==> src/hw/rtl/memscan_pkg.sv <==
// Shared constants, codes and types for the memory word pattern scanner.
`timescale 1ns / 1ps

package memscan_pkg;

    localparam int WORD_BYTES        = 8;
    localparam int LANE_BYTES        = 4;
    localparam int DATA_BITS         = 64;
    localparam int MAX_PATTERN_BYTES = 16;
    localparam int ADDRESS_BITS      = 48;
    localparam int HIT_FIFO_DEPTH    = 16;
    localparam int HIT_COUNT_W       = 20;
    localparam int MODE_W            = 2;
    localparam int LENGTH_W          = 5;
    localparam int CFG_INDEX_W       = 3;

    localparam logic [HIT_COUNT_W-1:0] HIT_LIMIT_RESET = HIT_COUNT_W'(200000);

    typedef enum logic [MODE_W-1:0] {
        MODE_BYTE    = 2'd0,
        MODE_POINTER = 2'd1,
        MODE_DWORD   = 2'd2
    } scan_mode_t;

    typedef enum logic [CFG_INDEX_W-1:0] {
        REG_SCAN_MODE     = 3'd0,
        REG_PATTERN_LOW   = 3'd1,
        REG_PATTERN_HIGH  = 3'd2,
        REG_PATTERN_LEN   = 3'd3,
        REG_RANGE_LOW     = 3'd4,
        REG_RANGE_HIGH    = 3'd5,
        REG_DWORD_VALUE   = 3'd6,
        REG_HIT_LIMIT     = 3'd7
    } cfg_index_t;

endpackage

==> src/hw/rtl/memscan_lane.sv <==
// One byte-pattern lane: checks whether the pattern ends at one byte position of the word.
`timescale 1ns / 1ps

module memscan_lane #(
    parameter int MAX_BYTES = memscan_pkg::MAX_PATTERN_BYTES
) (
    input  logic [MAX_BYTES-1:0][7:0]                               window,
    input  logic [MAX_BYTES-1:0][7:0]                               pattern,
    input  logic [$clog2(MAX_BYTES+1)-1:0]                          length,
    input  logic [$clog2(MAX_BYTES+memscan_pkg::WORD_BYTES+1)-1:0]  avail,
    output logic                                                    match
);

    localparam int LEN_W   = $clog2(MAX_BYTES + 1);
    localparam int AVAIL_W = $clog2(MAX_BYTES + memscan_pkg::WORD_BYTES + 1);

    logic [MAX_BYTES-1:0] byte_ok;

    // Byte k of the window lies k bytes before the end position.
    always_comb
    begin
        for (int k = 0; k < MAX_BYTES; k++)
        begin
            byte_ok[k] = (LEN_W'(k) >= length) || (window[k] == pattern[k]);
        end
        match = (length != '0) && (AVAIL_W'(length) <= avail) && (&byte_ok);
    end

endmodule

==> src/hw/rtl/memscan_merge.sv <==
// Hit queue and serializer: turns per-word hit masks into address-ordered hits with a limit.
`timescale 1ns / 1ps

module memscan_merge #(
    parameter int ADDRESS_BITS = memscan_pkg::ADDRESS_BITS,
    parameter int FIFO_DEPTH   = memscan_pkg::HIT_FIFO_DEPTH
) (
    input  logic                                  clk,
    input  logic                                  rst_n,
    input  logic                                  push_valid,
    output logic                                  push_ready,
    input  logic [memscan_pkg::WORD_BYTES-1:0]    push_mask,
    input  logic [ADDRESS_BITS-1:0]               push_base,
    input  logic [memscan_pkg::HIT_COUNT_W-1:0]   hit_limit,
    output logic                                  hit_valid,
    input  logic                                  hit_ready,
    output logic [ADDRESS_BITS-1:0]               hit_address,
    output logic                                  hit_last,
    output logic                                  hit_limit_reached
);

    localparam int WB     = memscan_pkg::WORD_BYTES;
    localparam int IDX_W  = $clog2(WB);
    localparam int PTR_W  = (FIFO_DEPTH > 1) ? $clog2(FIFO_DEPTH) : 1;
    localparam int CNT_W  = $clog2(FIFO_DEPTH + 1);
    localparam int HC_W   = memscan_pkg::HIT_COUNT_W;

    logic [FIFO_DEPTH-1:0][WB-1:0]           mask_mem_reg;
    logic [FIFO_DEPTH-1:0][ADDRESS_BITS-1:0] base_mem_reg;
    logic [PTR_W-1:0]                        wr_ptr_reg;
    logic [PTR_W-1:0]                        rd_ptr_reg;
    logic [CNT_W-1:0]                        count_reg;
    logic [CNT_W-1:0]                        count_next;
    logic [WB-1:0]                           done_reg;
    logic [HC_W-1:0]                         hit_count_reg;
    logic                                    stopped_reg;
    logic                                    hit_valid_reg;
    logic [ADDRESS_BITS-1:0]                 hit_address_reg;
    logic                                    hit_last_reg;
    logic                                    hit_limit_reg;

    logic [WB-1:0]           head_mask;
    logic [ADDRESS_BITS-1:0] head_base;
    logic [WB-1:0]           remaining;
    logic [WB-1:0]           rest;
    logic [IDX_W-1:0]        bit_idx;
    logic                    found;
    logic                    is_last;
    logic [HC_W-1:0]         count_inc;
    logic                    at_limit;
    logic                    out_free;
    logic                    head_valid;
    logic                    push;
    logic                    pop;
    logic                    emit;

    assign push_ready = (count_reg != CNT_W'(FIFO_DEPTH));
    assign push       = push_valid && push_ready;

    always_comb
    begin
        head_mask = mask_mem_reg[rd_ptr_reg];
        head_base = base_mem_reg[rd_ptr_reg];
        remaining = head_mask & ~done_reg;
        bit_idx   = '0;
        found     = 1'b0;
        for (int i = 0; i < WB; i++)
        begin
            if (remaining[i] && !found)
            begin
                bit_idx = IDX_W'(i);
                found   = 1'b1;
            end
        end
        rest       = remaining & ~(WB'(1) << bit_idx);
        is_last    = (rest == '0);
        count_inc  = hit_count_reg + HC_W'(1);
        at_limit   = (count_inc >= hit_limit);
        out_free   = !hit_valid_reg || hit_ready;
        head_valid = (count_reg != '0);
        emit       = head_valid && !stopped_reg && out_free;
        pop        = head_valid && (stopped_reg || (out_free && (is_last || at_limit)));
        count_next = count_reg + CNT_W'(push) - CNT_W'(pop);
    end

    always_ff @(posedge clk)
    begin
        if (push)
        begin
            mask_mem_reg[wr_ptr_reg] <= push_mask;
            base_mem_reg[wr_ptr_reg] <= push_base;
        end
        if (emit)
        begin
            hit_address_reg <= head_base + ADDRESS_BITS'(bit_idx);
            hit_last_reg    <= is_last || at_limit;
            hit_limit_reg   <= at_limit;
        end
    end

    always_ff @(posedge clk or negedge rst_n)
    begin
        if (!rst_n)
        begin
            wr_ptr_reg    <= '0;
            rd_ptr_reg    <= '0;
            count_reg     <= '0;
            done_reg      <= '0;
            hit_count_reg <= '0;
            stopped_reg   <= 1'b0;
            hit_valid_reg <= 1'b0;
        end
        else
        begin
            count_reg <= count_next;
            if (push)
            begin
                wr_ptr_reg <= (wr_ptr_reg == PTR_W'(FIFO_DEPTH - 1)) ? '0 : wr_ptr_reg + PTR_W'(1);
            end
            if (pop)
            begin
                rd_ptr_reg <= (rd_ptr_reg == PTR_W'(FIFO_DEPTH - 1)) ? '0 : rd_ptr_reg + PTR_W'(1);
                done_reg   <= '0;
            end
            else if (emit)
            begin
                done_reg <= done_reg | (WB'(1) << bit_idx);
            end
            if (emit)
            begin
                hit_valid_reg <= 1'b1;
                hit_count_reg <= count_inc;
                if (at_limit)
                begin
                    stopped_reg <= 1'b1;
                end
            end
            else if (out_free)
            begin
                hit_valid_reg <= 1'b0;
            end
        end
    end

    assign hit_valid         = hit_valid_reg;
    assign hit_address       = hit_address_reg;
    assign hit_last          = hit_last_reg;
    assign hit_limit_reached = hit_limit_reg;

    assert property (@(posedge clk) disable iff (!rst_n)
        count_reg <= CNT_W'(FIFO_DEPTH))
        else $error("Hit queue count exceeds its depth.");

    assert property (@(posedge clk) disable iff (!rst_n)
        (count_reg != '0) |-> (mask_mem_reg[rd_ptr_reg] != '0))
        else $error("Queued word carries no hits.");

    assert property (@(posedge clk) disable iff (!rst_n)
        hit_valid_reg && hit_limit_reg |-> hit_last_reg)
        else $error("Final hit before the limit is not marked last.");

    assert property (@(posedge clk) disable iff (!rst_n)
        stopped_reg && $past(stopped_reg) |-> !$rose(hit_valid_reg))
        else $error("Hit issued after the limit was reached.");

endmodule

==> src/hw/rtl/memory_word_pattern_scanner.sv <==
// Top level of the memory word pattern scanner: configuration, byte lanes and hit ordering.
//
//  Channel  | Direction | Handshake          | Contents
//  s_*      | in        | s_tvalid/s_tready  | memory word, address, region start
//  m_*      | out       | m_tvalid/m_tready  | hit address, last hit of word, limit
//  cfg_*    | in        | cfg_valid/cfg_ready| register index and write data
//
// Each input word is scanned in the cycle it is accepted; one word per cycle is taken
// while the hit queue has room. Hits leave one per cycle while m_tready is high,
// from a 16-entry queue of words that hit; words without hits are not queued.
// s_tready drops only while the hit queue is full; a stalled m_tready fills the queue.
// Reset clears history fill, hit count and stop state; cfg_ready is always high.
`timescale 1ns / 1ps

module memory_word_pattern_scanner #(
    parameter int MAX_PATTERN_BYTES = memscan_pkg::MAX_PATTERN_BYTES,
    parameter int ADDRESS_BITS      = memscan_pkg::ADDRESS_BITS,
    parameter int HIT_FIFO_DEPTH    = memscan_pkg::HIT_FIFO_DEPTH
) (
    input  logic                                           clk,
    input  logic                                           rst_n,
    input  logic                                           s_tvalid,
    output logic                                           s_tready,
    // word_data, word_address
    input  logic [((memscan_pkg::DATA_BITS + ADDRESS_BITS + 7) / 8) * 8 - 1:0] s_tdata,
    // region_start
    input  logic                                           s_tuser,
    output logic                                           m_tvalid,
    input  logic                                           m_tready,
    // hit_address
    output logic [((ADDRESS_BITS + 7) / 8) * 8 - 1:0]      m_tdata,
    output logic                                           m_tlast,
    // limit_reached
    output logic                                           m_tuser,
    input  logic                                           cfg_valid,
    output logic                                           cfg_ready,
    input  logic [memscan_pkg::CFG_INDEX_W-1:0]            cfg_index,
    input  logic [memscan_pkg::DATA_BITS-1:0]              cfg_data
);

    localparam int WB       = memscan_pkg::WORD_BYTES;
    localparam int LB       = memscan_pkg::LANE_BYTES;
    localparam int DW       = memscan_pkg::DATA_BITS;
    localparam int HB       = (MAX_PATTERN_BYTES > 1) ? MAX_PATTERN_BYTES - 1 : 1;
    localparam int FILL_MAX = MAX_PATTERN_BYTES - 1;
    localparam int FILL_W   = (MAX_PATTERN_BYTES > 1) ? $clog2(MAX_PATTERN_BYTES) : 1;
    localparam int LEN_W    = $clog2(MAX_PATTERN_BYTES + 1);
    localparam int AVAIL_W  = $clog2(MAX_PATTERN_BYTES + WB + 1);
    localparam int LW       = memscan_pkg::LENGTH_W;
    localparam int HC_W     = memscan_pkg::HIT_COUNT_W;
    localparam int M_W      = ((ADDRESS_BITS + 7) / 8) * 8;

    logic [memscan_pkg::MODE_W-1:0] scan_mode_reg;
    logic [DW-1:0]                  pattern_low_reg;
    logic [DW-1:0]                  pattern_high_reg;
    logic [LW-1:0]                  pattern_length_reg;
    logic [DW-1:0]                  range_low_reg;
    logic [DW-1:0]                  range_high_reg;
    logic [31:0]                    dword_value_reg;
    logic [HC_W-1:0]                hit_limit_reg;

    logic [HB-1:0][7:0]             history_reg;
    logic [HB-1:0][7:0]             history_next;
    logic [FILL_W-1:0]              fill_reg;
    logic [FILL_W-1:0]              fill_next;

    logic [DW-1:0]                  word_data;
    logic [ADDRESS_BITS-1:0]        word_address;
    logic                           accept;
    logic [FILL_W-1:0]              fill_eff;
    logic [AVAIL_W-1:0]             fill_sum;
    logic [HB+WB-1:0][7:0]          win;
    logic [15:0][7:0]               pattern_all;
    logic [MAX_PATTERN_BYTES-1:0][7:0] pattern_aligned;
    logic [LEN_W-1:0]               length_c;
    logic [LW-1:0]                  pattern_index;
    logic [WB-1:0]                  lane_match;
    logic [WB-1:0]                  hit_mask;
    logic [ADDRESS_BITS-1:0]        hit_base;
    logic                           push_ready;
    logic [ADDRESS_BITS-1:0]        hit_address;

    assign word_data    = s_tdata[DW-1:0];
    assign word_address = s_tdata[DW +: ADDRESS_BITS];
    assign accept       = s_tvalid && s_tready;
    assign s_tready     = push_ready;
    assign cfg_ready    = 1'b1;

    always_ff @(posedge clk or negedge rst_n)
    begin
        if (!rst_n)
        begin
            scan_mode_reg      <= memscan_pkg::MODE_BYTE;
            pattern_low_reg    <= '0;
            pattern_high_reg   <= '0;
            pattern_length_reg <= '0;
            range_low_reg      <= '0;
            range_high_reg     <= '0;
            dword_value_reg    <= '0;
            hit_limit_reg      <= memscan_pkg::HIT_LIMIT_RESET;
        end
        else if (cfg_valid)
        begin
            case (memscan_pkg::cfg_index_t'(cfg_index))
                memscan_pkg::REG_SCAN_MODE:    scan_mode_reg      <= cfg_data[memscan_pkg::MODE_W-1:0];
                memscan_pkg::REG_PATTERN_LOW:  pattern_low_reg    <= cfg_data;
                memscan_pkg::REG_PATTERN_HIGH: pattern_high_reg   <= cfg_data;
                memscan_pkg::REG_PATTERN_LEN:  pattern_length_reg <= cfg_data[LW-1:0];
                memscan_pkg::REG_RANGE_LOW:    range_low_reg      <= cfg_data;
                memscan_pkg::REG_RANGE_HIGH:   range_high_reg     <= cfg_data;
                memscan_pkg::REG_DWORD_VALUE:  dword_value_reg    <= cfg_data[31:0];
                memscan_pkg::REG_HIT_LIMIT:    hit_limit_reg      <= cfg_data[HC_W-1:0];
                default:
                begin
                end
            endcase
        end
    end

    // The window holds the stored history bytes followed by the new word, oldest first.
    always_comb
    begin
        fill_eff = s_tuser ? '0 : fill_reg;
        for (int i = 0; i < HB; i++)
        begin
            win[i] = history_reg[i];
        end
        for (int j = 0; j < WB; j++)
        begin
            win[HB + j] = word_data[8*j +: 8];
        end
        for (int i = 0; i < HB; i++)
        begin
            history_next[i] = win[i + WB];
        end
        fill_sum  = AVAIL_W'(fill_eff) + AVAIL_W'(WB);
        fill_next = (fill_sum > AVAIL_W'(FILL_MAX)) ? FILL_W'(FILL_MAX) : FILL_W'(fill_sum);
    end

    // The pattern is reversed and aligned so that lane byte k compares with pattern byte len-1-k.
    always_comb
    begin
        pattern_all = {pattern_high_reg, pattern_low_reg};
        length_c = (pattern_length_reg > LW'(MAX_PATTERN_BYTES)) ?
                   LEN_W'(MAX_PATTERN_BYTES) : LEN_W'(pattern_length_reg);
        pattern_index = '0;
        for (int k = 0; k < MAX_PATTERN_BYTES; k++)
        begin
            pattern_index      = LW'(length_c) - LW'(k) - LW'(1);
            pattern_aligned[k] = pattern_all[pattern_index[3:0]];
        end
    end

    for (genvar j = 0; j < WB; j++)
    begin : g_lane
        logic [MAX_PATTERN_BYTES-1:0][7:0] lane_window;
        logic [AVAIL_W-1:0]                lane_avail;

        for (genvar k = 0; k < MAX_PATTERN_BYTES; k++)
        begin : g_tap
            if (k <= HB + j)
            begin : g_in
                assign lane_window[k] = win[HB + j - k];
            end
            else
            begin : g_out
                assign lane_window[k] = 8'h00;
            end
        end

        assign lane_avail = AVAIL_W'(fill_eff) + AVAIL_W'(j + 1);

        memscan_lane #(
            .MAX_BYTES (MAX_PATTERN_BYTES)
        ) u_lane (
            .window  (lane_window),
            .pattern (pattern_aligned),
            .length  (length_c),
            .avail   (lane_avail),
            .match   (lane_match[j])
        );
    end

    // Hit j of a word lies at hit_base + j in every mode.
    always_comb
    begin
        hit_mask = '0;
        hit_base = word_address;
        case (memscan_pkg::scan_mode_t'(scan_mode_reg))
            memscan_pkg::MODE_BYTE:
            begin
                hit_mask = lane_match;
                hit_base = word_address - ADDRESS_BITS'(length_c) + ADDRESS_BITS'(1);
            end
            memscan_pkg::MODE_POINTER:
            begin
                hit_mask[0] = (word_data >= range_low_reg) && (word_data < range_high_reg);
            end
            memscan_pkg::MODE_DWORD:
            begin
                for (int j = 0; j < WB / LB; j++)
                begin
                    hit_mask[LB * j] = (word_data[32*j +: 32] == dword_value_reg);
                end
            end
            default:
            begin
                hit_mask = '0;
            end
        endcase
    end

    always_ff @(posedge clk)
    begin
        if (accept)
        begin
            history_reg <= history_next;
        end
    end

    always_ff @(posedge clk or negedge rst_n)
    begin
        if (!rst_n)
        begin
            fill_reg <= '0;
        end
        else if (accept)
        begin
            fill_reg <= fill_next;
        end
    end

    memscan_merge #(
        .ADDRESS_BITS (ADDRESS_BITS),
        .FIFO_DEPTH   (HIT_FIFO_DEPTH)
    ) u_merge (
        .clk               (clk),
        .rst_n             (rst_n),
        .push_valid        (s_tvalid && (hit_mask != '0)),
        .push_ready        (push_ready),
        .push_mask         (hit_mask),
        .push_base         (hit_base),
        .hit_limit         (hit_limit_reg),
        .hit_valid         (m_tvalid),
        .hit_ready         (m_tready),
        .hit_address       (hit_address),
        .hit_last          (m_tlast),
        .hit_limit_reached (m_tuser)
    );

    assign m_tdata = M_W'(hit_address);

endmodule

==> config.mk <==
export PLATFORM = sky130hd
export DESIGN_NAME = memory_word_pattern_scanner
export DESIGN_NICKNAME = d
export VERILOG_FILES = /design/src/hw/rtl/memscan_pkg.sv /design/src/hw/rtl/memscan_lane.sv /design/src/hw/rtl/memscan_merge.sv /design/src/hw/rtl/memory_word_pattern_scanner.sv
export SDC_FILE = /design/constraint.sdc
export NUM_CORES = 2
export LEC_CHECK = 0
export BUFFER_PORTS_ARGS = -buffer_cell sky130_fd_sc_hd__buf_4
export CAP_MARGIN = 20
export CORE_MARGIN = 8
export CORE_UTILIZATION = 40
export CTS_BUF_LIST = sky130_fd_sc_hd__clkbuf_4 sky130_fd_sc_hd__clkbuf_8
export CTS_CLUSTER_SIZE = 30
export DETAILED_ROUTE_END_ITERATION = 7
export GPL_TIMING_DRIVEN = 0
export PLACE_DENSITY_LB_ADDON = 0.08
export SYNTH_ARGS = -nofsm -noshare
export SYNTH_HDL_FRONTEND = slang
export SYNTH_SLANG_ARGS = --single-unit
==> constraint.sdc <==
create_clock -name clk -period 17.4 [get_ports clk]
set_input_delay 3.48 -clock clk [delete_from_list [all_inputs] [get_ports clk]]
set_output_delay 3.48 -clock clk [all_outputs]
set_load 0.005 [all_outputs]
---- Yosys cells after proc, flatten, opt, wreduce, memory -nomap -nowiden ----
Cells that the tools add are included.
cells by class
  reductions and logical operators ........ 197
  mux-type cells .......................... 70
  equality and inequality tests ........... 142
  bitwise operators ....................... 5
  $lt $le $gt $ge ......................... 48
  add/sub/neg operators ................... 46
  shifts and indexed selects .............. 1
operator list
  operator                                                     number
  == test 8 bit                                                128
  bitwise mux 768 bit                                          1
  binary-select mux 8 bit (select 4 bit)                       17
  binary-select mux 48 bit (select 4 bit)                      1
  demux 48 bit (select 4 bit)                                  1
  2-to-1 mux 8 bit                                             20
  2-to-1 mux 48 bit                                            3
  logical OR 1 bit                                             131
  bitwise mux 128 bit                                          1
  AND reduction 16 bit                                         8
  less-than comparator 4 x 5 -> 1 bit (second input constant)  18
  == test 32 bit                                               2
  >= comparator 64 bit                                         1
  less-than comparator 64 bit                                  1
  subtractor 4 x 1 -> 4 bit (second input constant)            16
  adder 48 x 1 -> 48 bit (second input constant)               1
  adder 48 x 3 -> 48 bit                                       1
  subtractor 48 x 5 -> 48 bit                                  1
  >= comparator 4 x 5 -> 1 bit (first input constant)          8
  less-or-equal comparator 5 bit                               8
  demux 8 bit (select 4 bit)                                   1
  logical AND 1 bit                                            32
  subtractor 4 bit (second input constant)                     8
  2-to-1 mux 3 bit                                             8
  41 further kinds                                             92
word-level totals
  register bits ........................... 1428
  input port bits ......................... 185
  output and inout port bits .............. 53

---- Longest topological paths before layout ----
  word-level depth ........................ 34
  depth in mapped cells ................... 34
  gate-level depth less buffers ........... 27

---- Hierarchy ----
A second synthesis with hierarchy kept.
unflattened totals
  cells, all modules ...................... 6401
  area total of the unflattened synthesis .. 82947.1 um^2
by module, submodules not included
  module                       cells an instance  times used  area each (um^2)
  memscan_merge                2035               1           40626.5
  memory_word_pattern_scanner  2622               1           28697.5
  memscan_lane                 218                8           1702.9

---- Worst setup path after synthesis ----
No wires, ideal clock.
  kind .................................... input-to-reg
  start point ............................. in s_tuser
  end point ............................... reg u_merge.base_mem_reg[0] in the netlist's numbering, enable pin
  data arrival time ....................... 12.149 ns
  path buffers ............................ 0
  stages on the path ...................... 17
  data required time ...................... 16.792 ns
  library setup time ...................... 0.608 ns
  path slack .............................. 4.643 ns
  cells stage by stage .................... nor2b_1 -> inv_1 -> ha_1 -> inv_1 -> ha_1 -> a21o_1 -> a21o_1 -> a21o_1 -> a21oi_1 -> a41oi_1 -> nor2_1 -> nand4b_1 -> or4_4 -> o31ai_4 -> or3_4 -> o31ai_4 -> nor4_1
between the ends
  word-level cells in the longest chain between the ends .. 9
  elaborated cells on any way between the ends .. 40
  classes of those cells .................. add/sub (8); order compare (8); mux (5); reduce/logical (19)
RTL lines
  item                             RTL line                            text
  start: declaration               memory_word_pattern_scanner.sv:27   input logic s_tuser,
  2-to-1 mux 4 bit                 memory_word_pattern_scanner.sv:123  fill_eff = s_tuser ? '0 : fill_reg;
  adder 4 x 3 -> 5 bit             memory_word_pattern_scanner.sv:171  assign lane_avail = AVAIL_W'(fill_eff) + AVAIL_W'(j + 1);
  less-or-equal comparator 5 bit   memscan_lane.sv:26                  match = (length != '0) && (AVAIL_W'(length) <= avail) && (&byte_ok);
  logical AND 1 bit (2 in a row)   memscan_lane.sv:26
  case mux 1 bit (2 select lines)  memory_word_pattern_scanner.sv:189  case (memscan_pkg::scan_mode_t'(scan_mode_reg))
  via hit_mask[4]                  memory_word_pattern_scanner.sv:78   logic [WB-1:0] hit_mask;
  nonzero test 8 bit               memory_word_pattern_scanner.sv:239  .push_valid (s_tvalid && (hit_mask != '0)),
  logical AND 1 bit                memory_word_pattern_scanner.sv:239
  logical AND 1 bit                memscan_merge.sv:58                 assign push = push_valid && push_ready;
  end signal: indexed assignment   memscan_merge.sv:91                 base_mem_reg[wr_ptr_reg] <= push_base;
  end: declaration                 memscan_merge.sv:29                 logic [FIFO_DEPTH-1:0][ADDRESS_BITS-1:0] base_mem_reg;
The timed path passes the listed nets, and every way through them passes these cells.
A chain may end at the register's enable or synchronous reset.

---- Worst setup path in the final report ----
  start point ............................. reg pattern_length_reg[4]
  end point ............................... reg u_merge.base_mem_reg[514] in the netlist's numbering, enable pin
between the ends
  word-level cells in the longest chain between the ends .. 14
  elaborated cells on any way between the ends .. 376
  classes of those cells .................. add/sub (30); order compare (25); eq/ne (128); mux (37); reduce/logical (156)
RTL lines
  item                                                     RTL line                            text
  start: declaration                                       memory_word_pattern_scanner.sv:56   logic [LW-1:0] pattern_length_reg;
  start signal: assignment                                 memory_word_pattern_scanner.sv:108  memscan_pkg::REG_PATTERN_LEN: pattern_length_reg <= cfg_data[LW-1:0];
  > comparator 5 bit                                       memory_word_pattern_scanner.sv:144  length_c = (pattern_length_reg > LW'(MAX_PATTERN_BYTES)) ?
  2-to-1 mux 5 bit (*)                                     memory_word_pattern_scanner.sv:144
  subtractor 4 x 1 -> 4 bit, or another cell as far along  memory_word_pattern_scanner.sv:149  pattern_index = LW'(length_c) - LW'(k) - LW'(1);
  subtractor 4 x 1 -> 4 bit                                memory_word_pattern_scanner.sv:149
  binary-select mux 8 bit (select 4 bit)                   memory_word_pattern_scanner.sv:150  pattern_aligned[k] = pattern_all[pattern_index[3:0]];
  2-to-1 mux 8 bit (not written as such)                   memory_word_pattern_scanner.sv:150
  == test 8 bit                                            memscan_lane.sv:24                  byte_ok[k] = (LEN_W'(k) >= length) || (window[k] == pattern[k]);
  logical OR 1 bit                                         memscan_lane.sv:24
  AND reduction 16 bit                                     memscan_lane.sv:26
  logical AND 1 bit (*)                                    memscan_lane.sv:26
  case mux 1 bit (3 select lines) (*)                      memory_word_pattern_scanner.sv:189
  via hit_mask[0]                                          memory_word_pattern_scanner.sv:78
  nonzero test 8 bit (*)                                   memory_word_pattern_scanner.sv:239
  logical AND 1 bit (*)                                    memory_word_pattern_scanner.sv:239
  logical AND 1 bit (*)                                    memscan_merge.sv:58
The timed path passes the listed nets; every way through them passes the cells marked *. The select of a mux whose other input is x is not followed.

==> results.toml <==
[outcome]
outcome = "completed"

[drt]
num_vias = 69761
detail-route-antenna-nets = 0
drtIter0Drc = 8222
detail_route.wirelength_mm = 447
drt_via_density = 6.30
drt-pass1-iter-count = 8
route.detailed.drc = 0
route.detailed.wl_per_inst_um = 40.3

[clock_tree]
cts.sinks = 1428
clk_path_buf_depth = 4
cts_repair_resizes = 0
cts_hold_buffers = 0
cts_post_setup_buffers_inserted = 0
htree_num_levels = 5
clock-root-buffer = "sky130_fd_sc_hd__clkbuf_8"
clk-insertion-delay-late_ps = 1080
clock_pin_slew_of_the_registers_on_the_worst_case_setup_and_hold_paths_ps = 60
number_of_buffers_created_by_cts = 277
clock_tree_from_tritoncts = "built"

[global_routing]
grt_pass1_wl_mm = 594
globalRouteTotalUtil_pct = 36.6
antenna_found_initial = 37
vias_in_the_first_global_route = 68246
maximum_number_of_pins_on_one_net_before_global_route_repair = 112
grt_remaining_overflow = 0

[critical_path]
cpPeakStageDelay_ps = 1110
signal_arrival_time_at_the_worst_endpoint_ps = 11950
critical_path_required_ps = 18190
worst_setup_path_end_kind = "flop"
crit_path_frequent_cell = "sky130_fd_sc_hd__buf_6"
crit_path_start_kind = "flop"
timing.critical_path.slowest_stage_cell = "sky130_fd_sc_hd__a2111oi_0"
worst_r2r_start = "pattern_length_reg[4]"
critical_path_peak_fanout = 19
critical_path.startpoint = "pattern_length_reg[4]"
timing_worst_setup_path_type = "reg2reg"

[power]
fin_total_pwr_mw = 18.0
power.static_leakage_nw = 38.1
powerDensity_nw_per_um2 = 175
max-vdd-ir-drop_v = 0.000115

[layout]
finalCoreUtilization_pct = 47.0
number_of_inserted_filler_cells_in_the_final_layout = 19911
largest_reg_flops = 768
layout-drive-gt1-share_pct = 23.3
synthToLayoutAreaGrowth_pct = 17.1
stdcell_count = 11081
fin_nets = 8448

[floorplan]
placeableCoreArea_um2 = 219000
top_level_pins = 238
dieArea_um2 = 235000
dieWidth_um = 485
die_height_um = 485
num_rows = 172
floorplan.initialDensity_pct = 40.1

[hold_path]
worstHoldPathType = "reg2reg"
timing.hold.worst.start = "g_lane[0].lane_window[56]"

[placed_design]
dp_cells = 10574
gp_routability_congestion = 1.06
place.detailed.hpwl_mm = 342
portBuffers = 234

[sta]
finalSetupViolations = 0
layout_min_cycle_time_ps = 11160
worst_hold_slack_ps = 419
fin_skew_ps = 101
finalMaxSlewViolations = 0
max-slew-margin-rel_pct = 8.80
post_route_setup_tns_ps = 0
maxClockFrequency_mhz = 89.6
fin_crit_sh_pct = 64.2
rsz0062_at_grt = "no"
tightestPinTransition_ps = 1370
hold_violations = 0

[synthesis]
most_common_cell_in_the_netlist = "sky130_fd_sc_hd__edfxtp_1"
post-synth-top-area-fraction_pct = 36.4
synth_enable_flop_cells = 1066
synth-seq-cells = 1428
yosysUniqueCellTypes = 121
synthArstFlopShare_pct = 25.4
synth_cells = 7231
synth-main-ff-cell = "sky130_fd_sc_hd__edfxtp_1"
synthesis.nets = 7680
synth_top_cells_by_count = "sky130_fd_sc_hd__edfxtp_1 (1066), sky130_fd_sc_hd__xnor2_1 (858), sky130_fd_sc_hd__xor2_1 (423)"
syn_avg_cell_area_um2 = 12.2
synth.area.top_cells = "sky130_fd_sc_hd__edfxtp_1 (36%), sky130_fd_sc_hd__dfrtp_1 (10%), sky130_fd_sc_hd__xnor2_1 (8.5%), sky130_fd_sc_hd__mux4_2 (8.0%), sky130_fd_sc_hd__xor2_1 (4.2%)"
synth_seq_area_share_pct = 46.7
post-synth-top-area-cell = "sky130_fd_sc_hd__edfxtp_1"
yosys_warnings = 0
post_synth_instance_area_um2 = 87900

[flow_run]
maxCapViolCount = 0
## worst paths after layout
path	slack, ps	end	cells after the start
worst max-delay path	6240	u_merge.base_mem_reg[514]	29
worst min-delay path	420	g_lane[0].lane_window[120]	0
worst max register to register	6240	u_merge.base_mem_reg[514]	29
worst min register to register	420	g_lane[0].lane_window[120]	0
max in group asynchronous	13490	range_high_reg[26]	3
min in group asynchronous	2490	range_low_reg[13]	1
## metrics by stage
step	instance area, µm²	setup slack [ps]
final	103000	6240
after global routing	103000	6470
after CTS	103000	6590
after detailed placement	97300	6560
after global placement	93300	-7150
after floorplan	87900	4640
## power breakdown
| part | total, mW | internal (mW) | switching [mW] | leakage [nW] |
|---|---|---|---|---|
| clock network | 3.45 | 1.96 | 1.49 | 2.92 |
| registers | 4.50 | 4.06 | 0.440 | 14.3 |
| logic | 10.1 | 3.72 | 6.35 | 20.9 |
## cell usage in the layout, fill, tap and decap left out, drive strengths merged, types with 71 or more instances in the layout
master,instances
edfxtp,1066
xnor2,864
buf,762
clkbuf,590
xor2,424
nand2,388
o21ai,358
dfrtp,356
mux4,314
mux2,302
inv,302
mux2i,265
ha,261
nand4,231
nor2,204
a21oi,191
nor4,113
a211oi,106
nand3,98
a21o,92
nor3,92
clkinv,71
## critical path: cells and delay by family (launching register included)
family / cells / cell delay, ps
buffers and inverters: 14 / 4230
adders and majority gates: 1 / 170
and+or+nand+nor: 8 / 2810
xor gates and xnor gates: 2 / 360
AOI/OAI and AO/OA: 3 / 1790
muxes: 1 / 950
DFF: 1 / 500
## layer usage
layer  GRT usage (%)  vias up  wire length (µm)
met1            44.3    35481            169000
met2            56.7     4385            198000
li1                -    28565                 -
met3            8.99     1322             38400
met5               0        -                73
met4            27.4        8             41400
## kinds of logic (layout without fill, tap and decap cells)
logic type | after synthesis | count (layout) | synth area share, %
buffers and inverters | 787 | 1744 | 3.89
flip-flops | 1428 | 1428 | 46.7
AO/OA/AOI/OAI | 1171 | 1171 | 9.16
AND/OR/NAND/NOR | 1411 | 1411 | 8.38
XOR/XNOR | 1288 | 1288 | 12.9
other | 1 | 23 | 0.00426
multiplexers | 881 | 881 | 15.1
adder cells (fa/ha/maj) | 264 | 264 | 3.78
## layout make-up
type	instances	area (µm²)	area share, %
multi-input cells	5016	43800	42.6
flip-flops and latches	1428	41100	39.9
repair buffers	489	5490	5.33
clock buffers	388	4800	4.66
well taps	2871	3590	3.49
plain buffers	475	2250	2.19
inverters	312	1180	1.15
clock inverters	80	716	0.695
diodes	22	55.1	0.0534
Power figures use the tool's default switching activity.
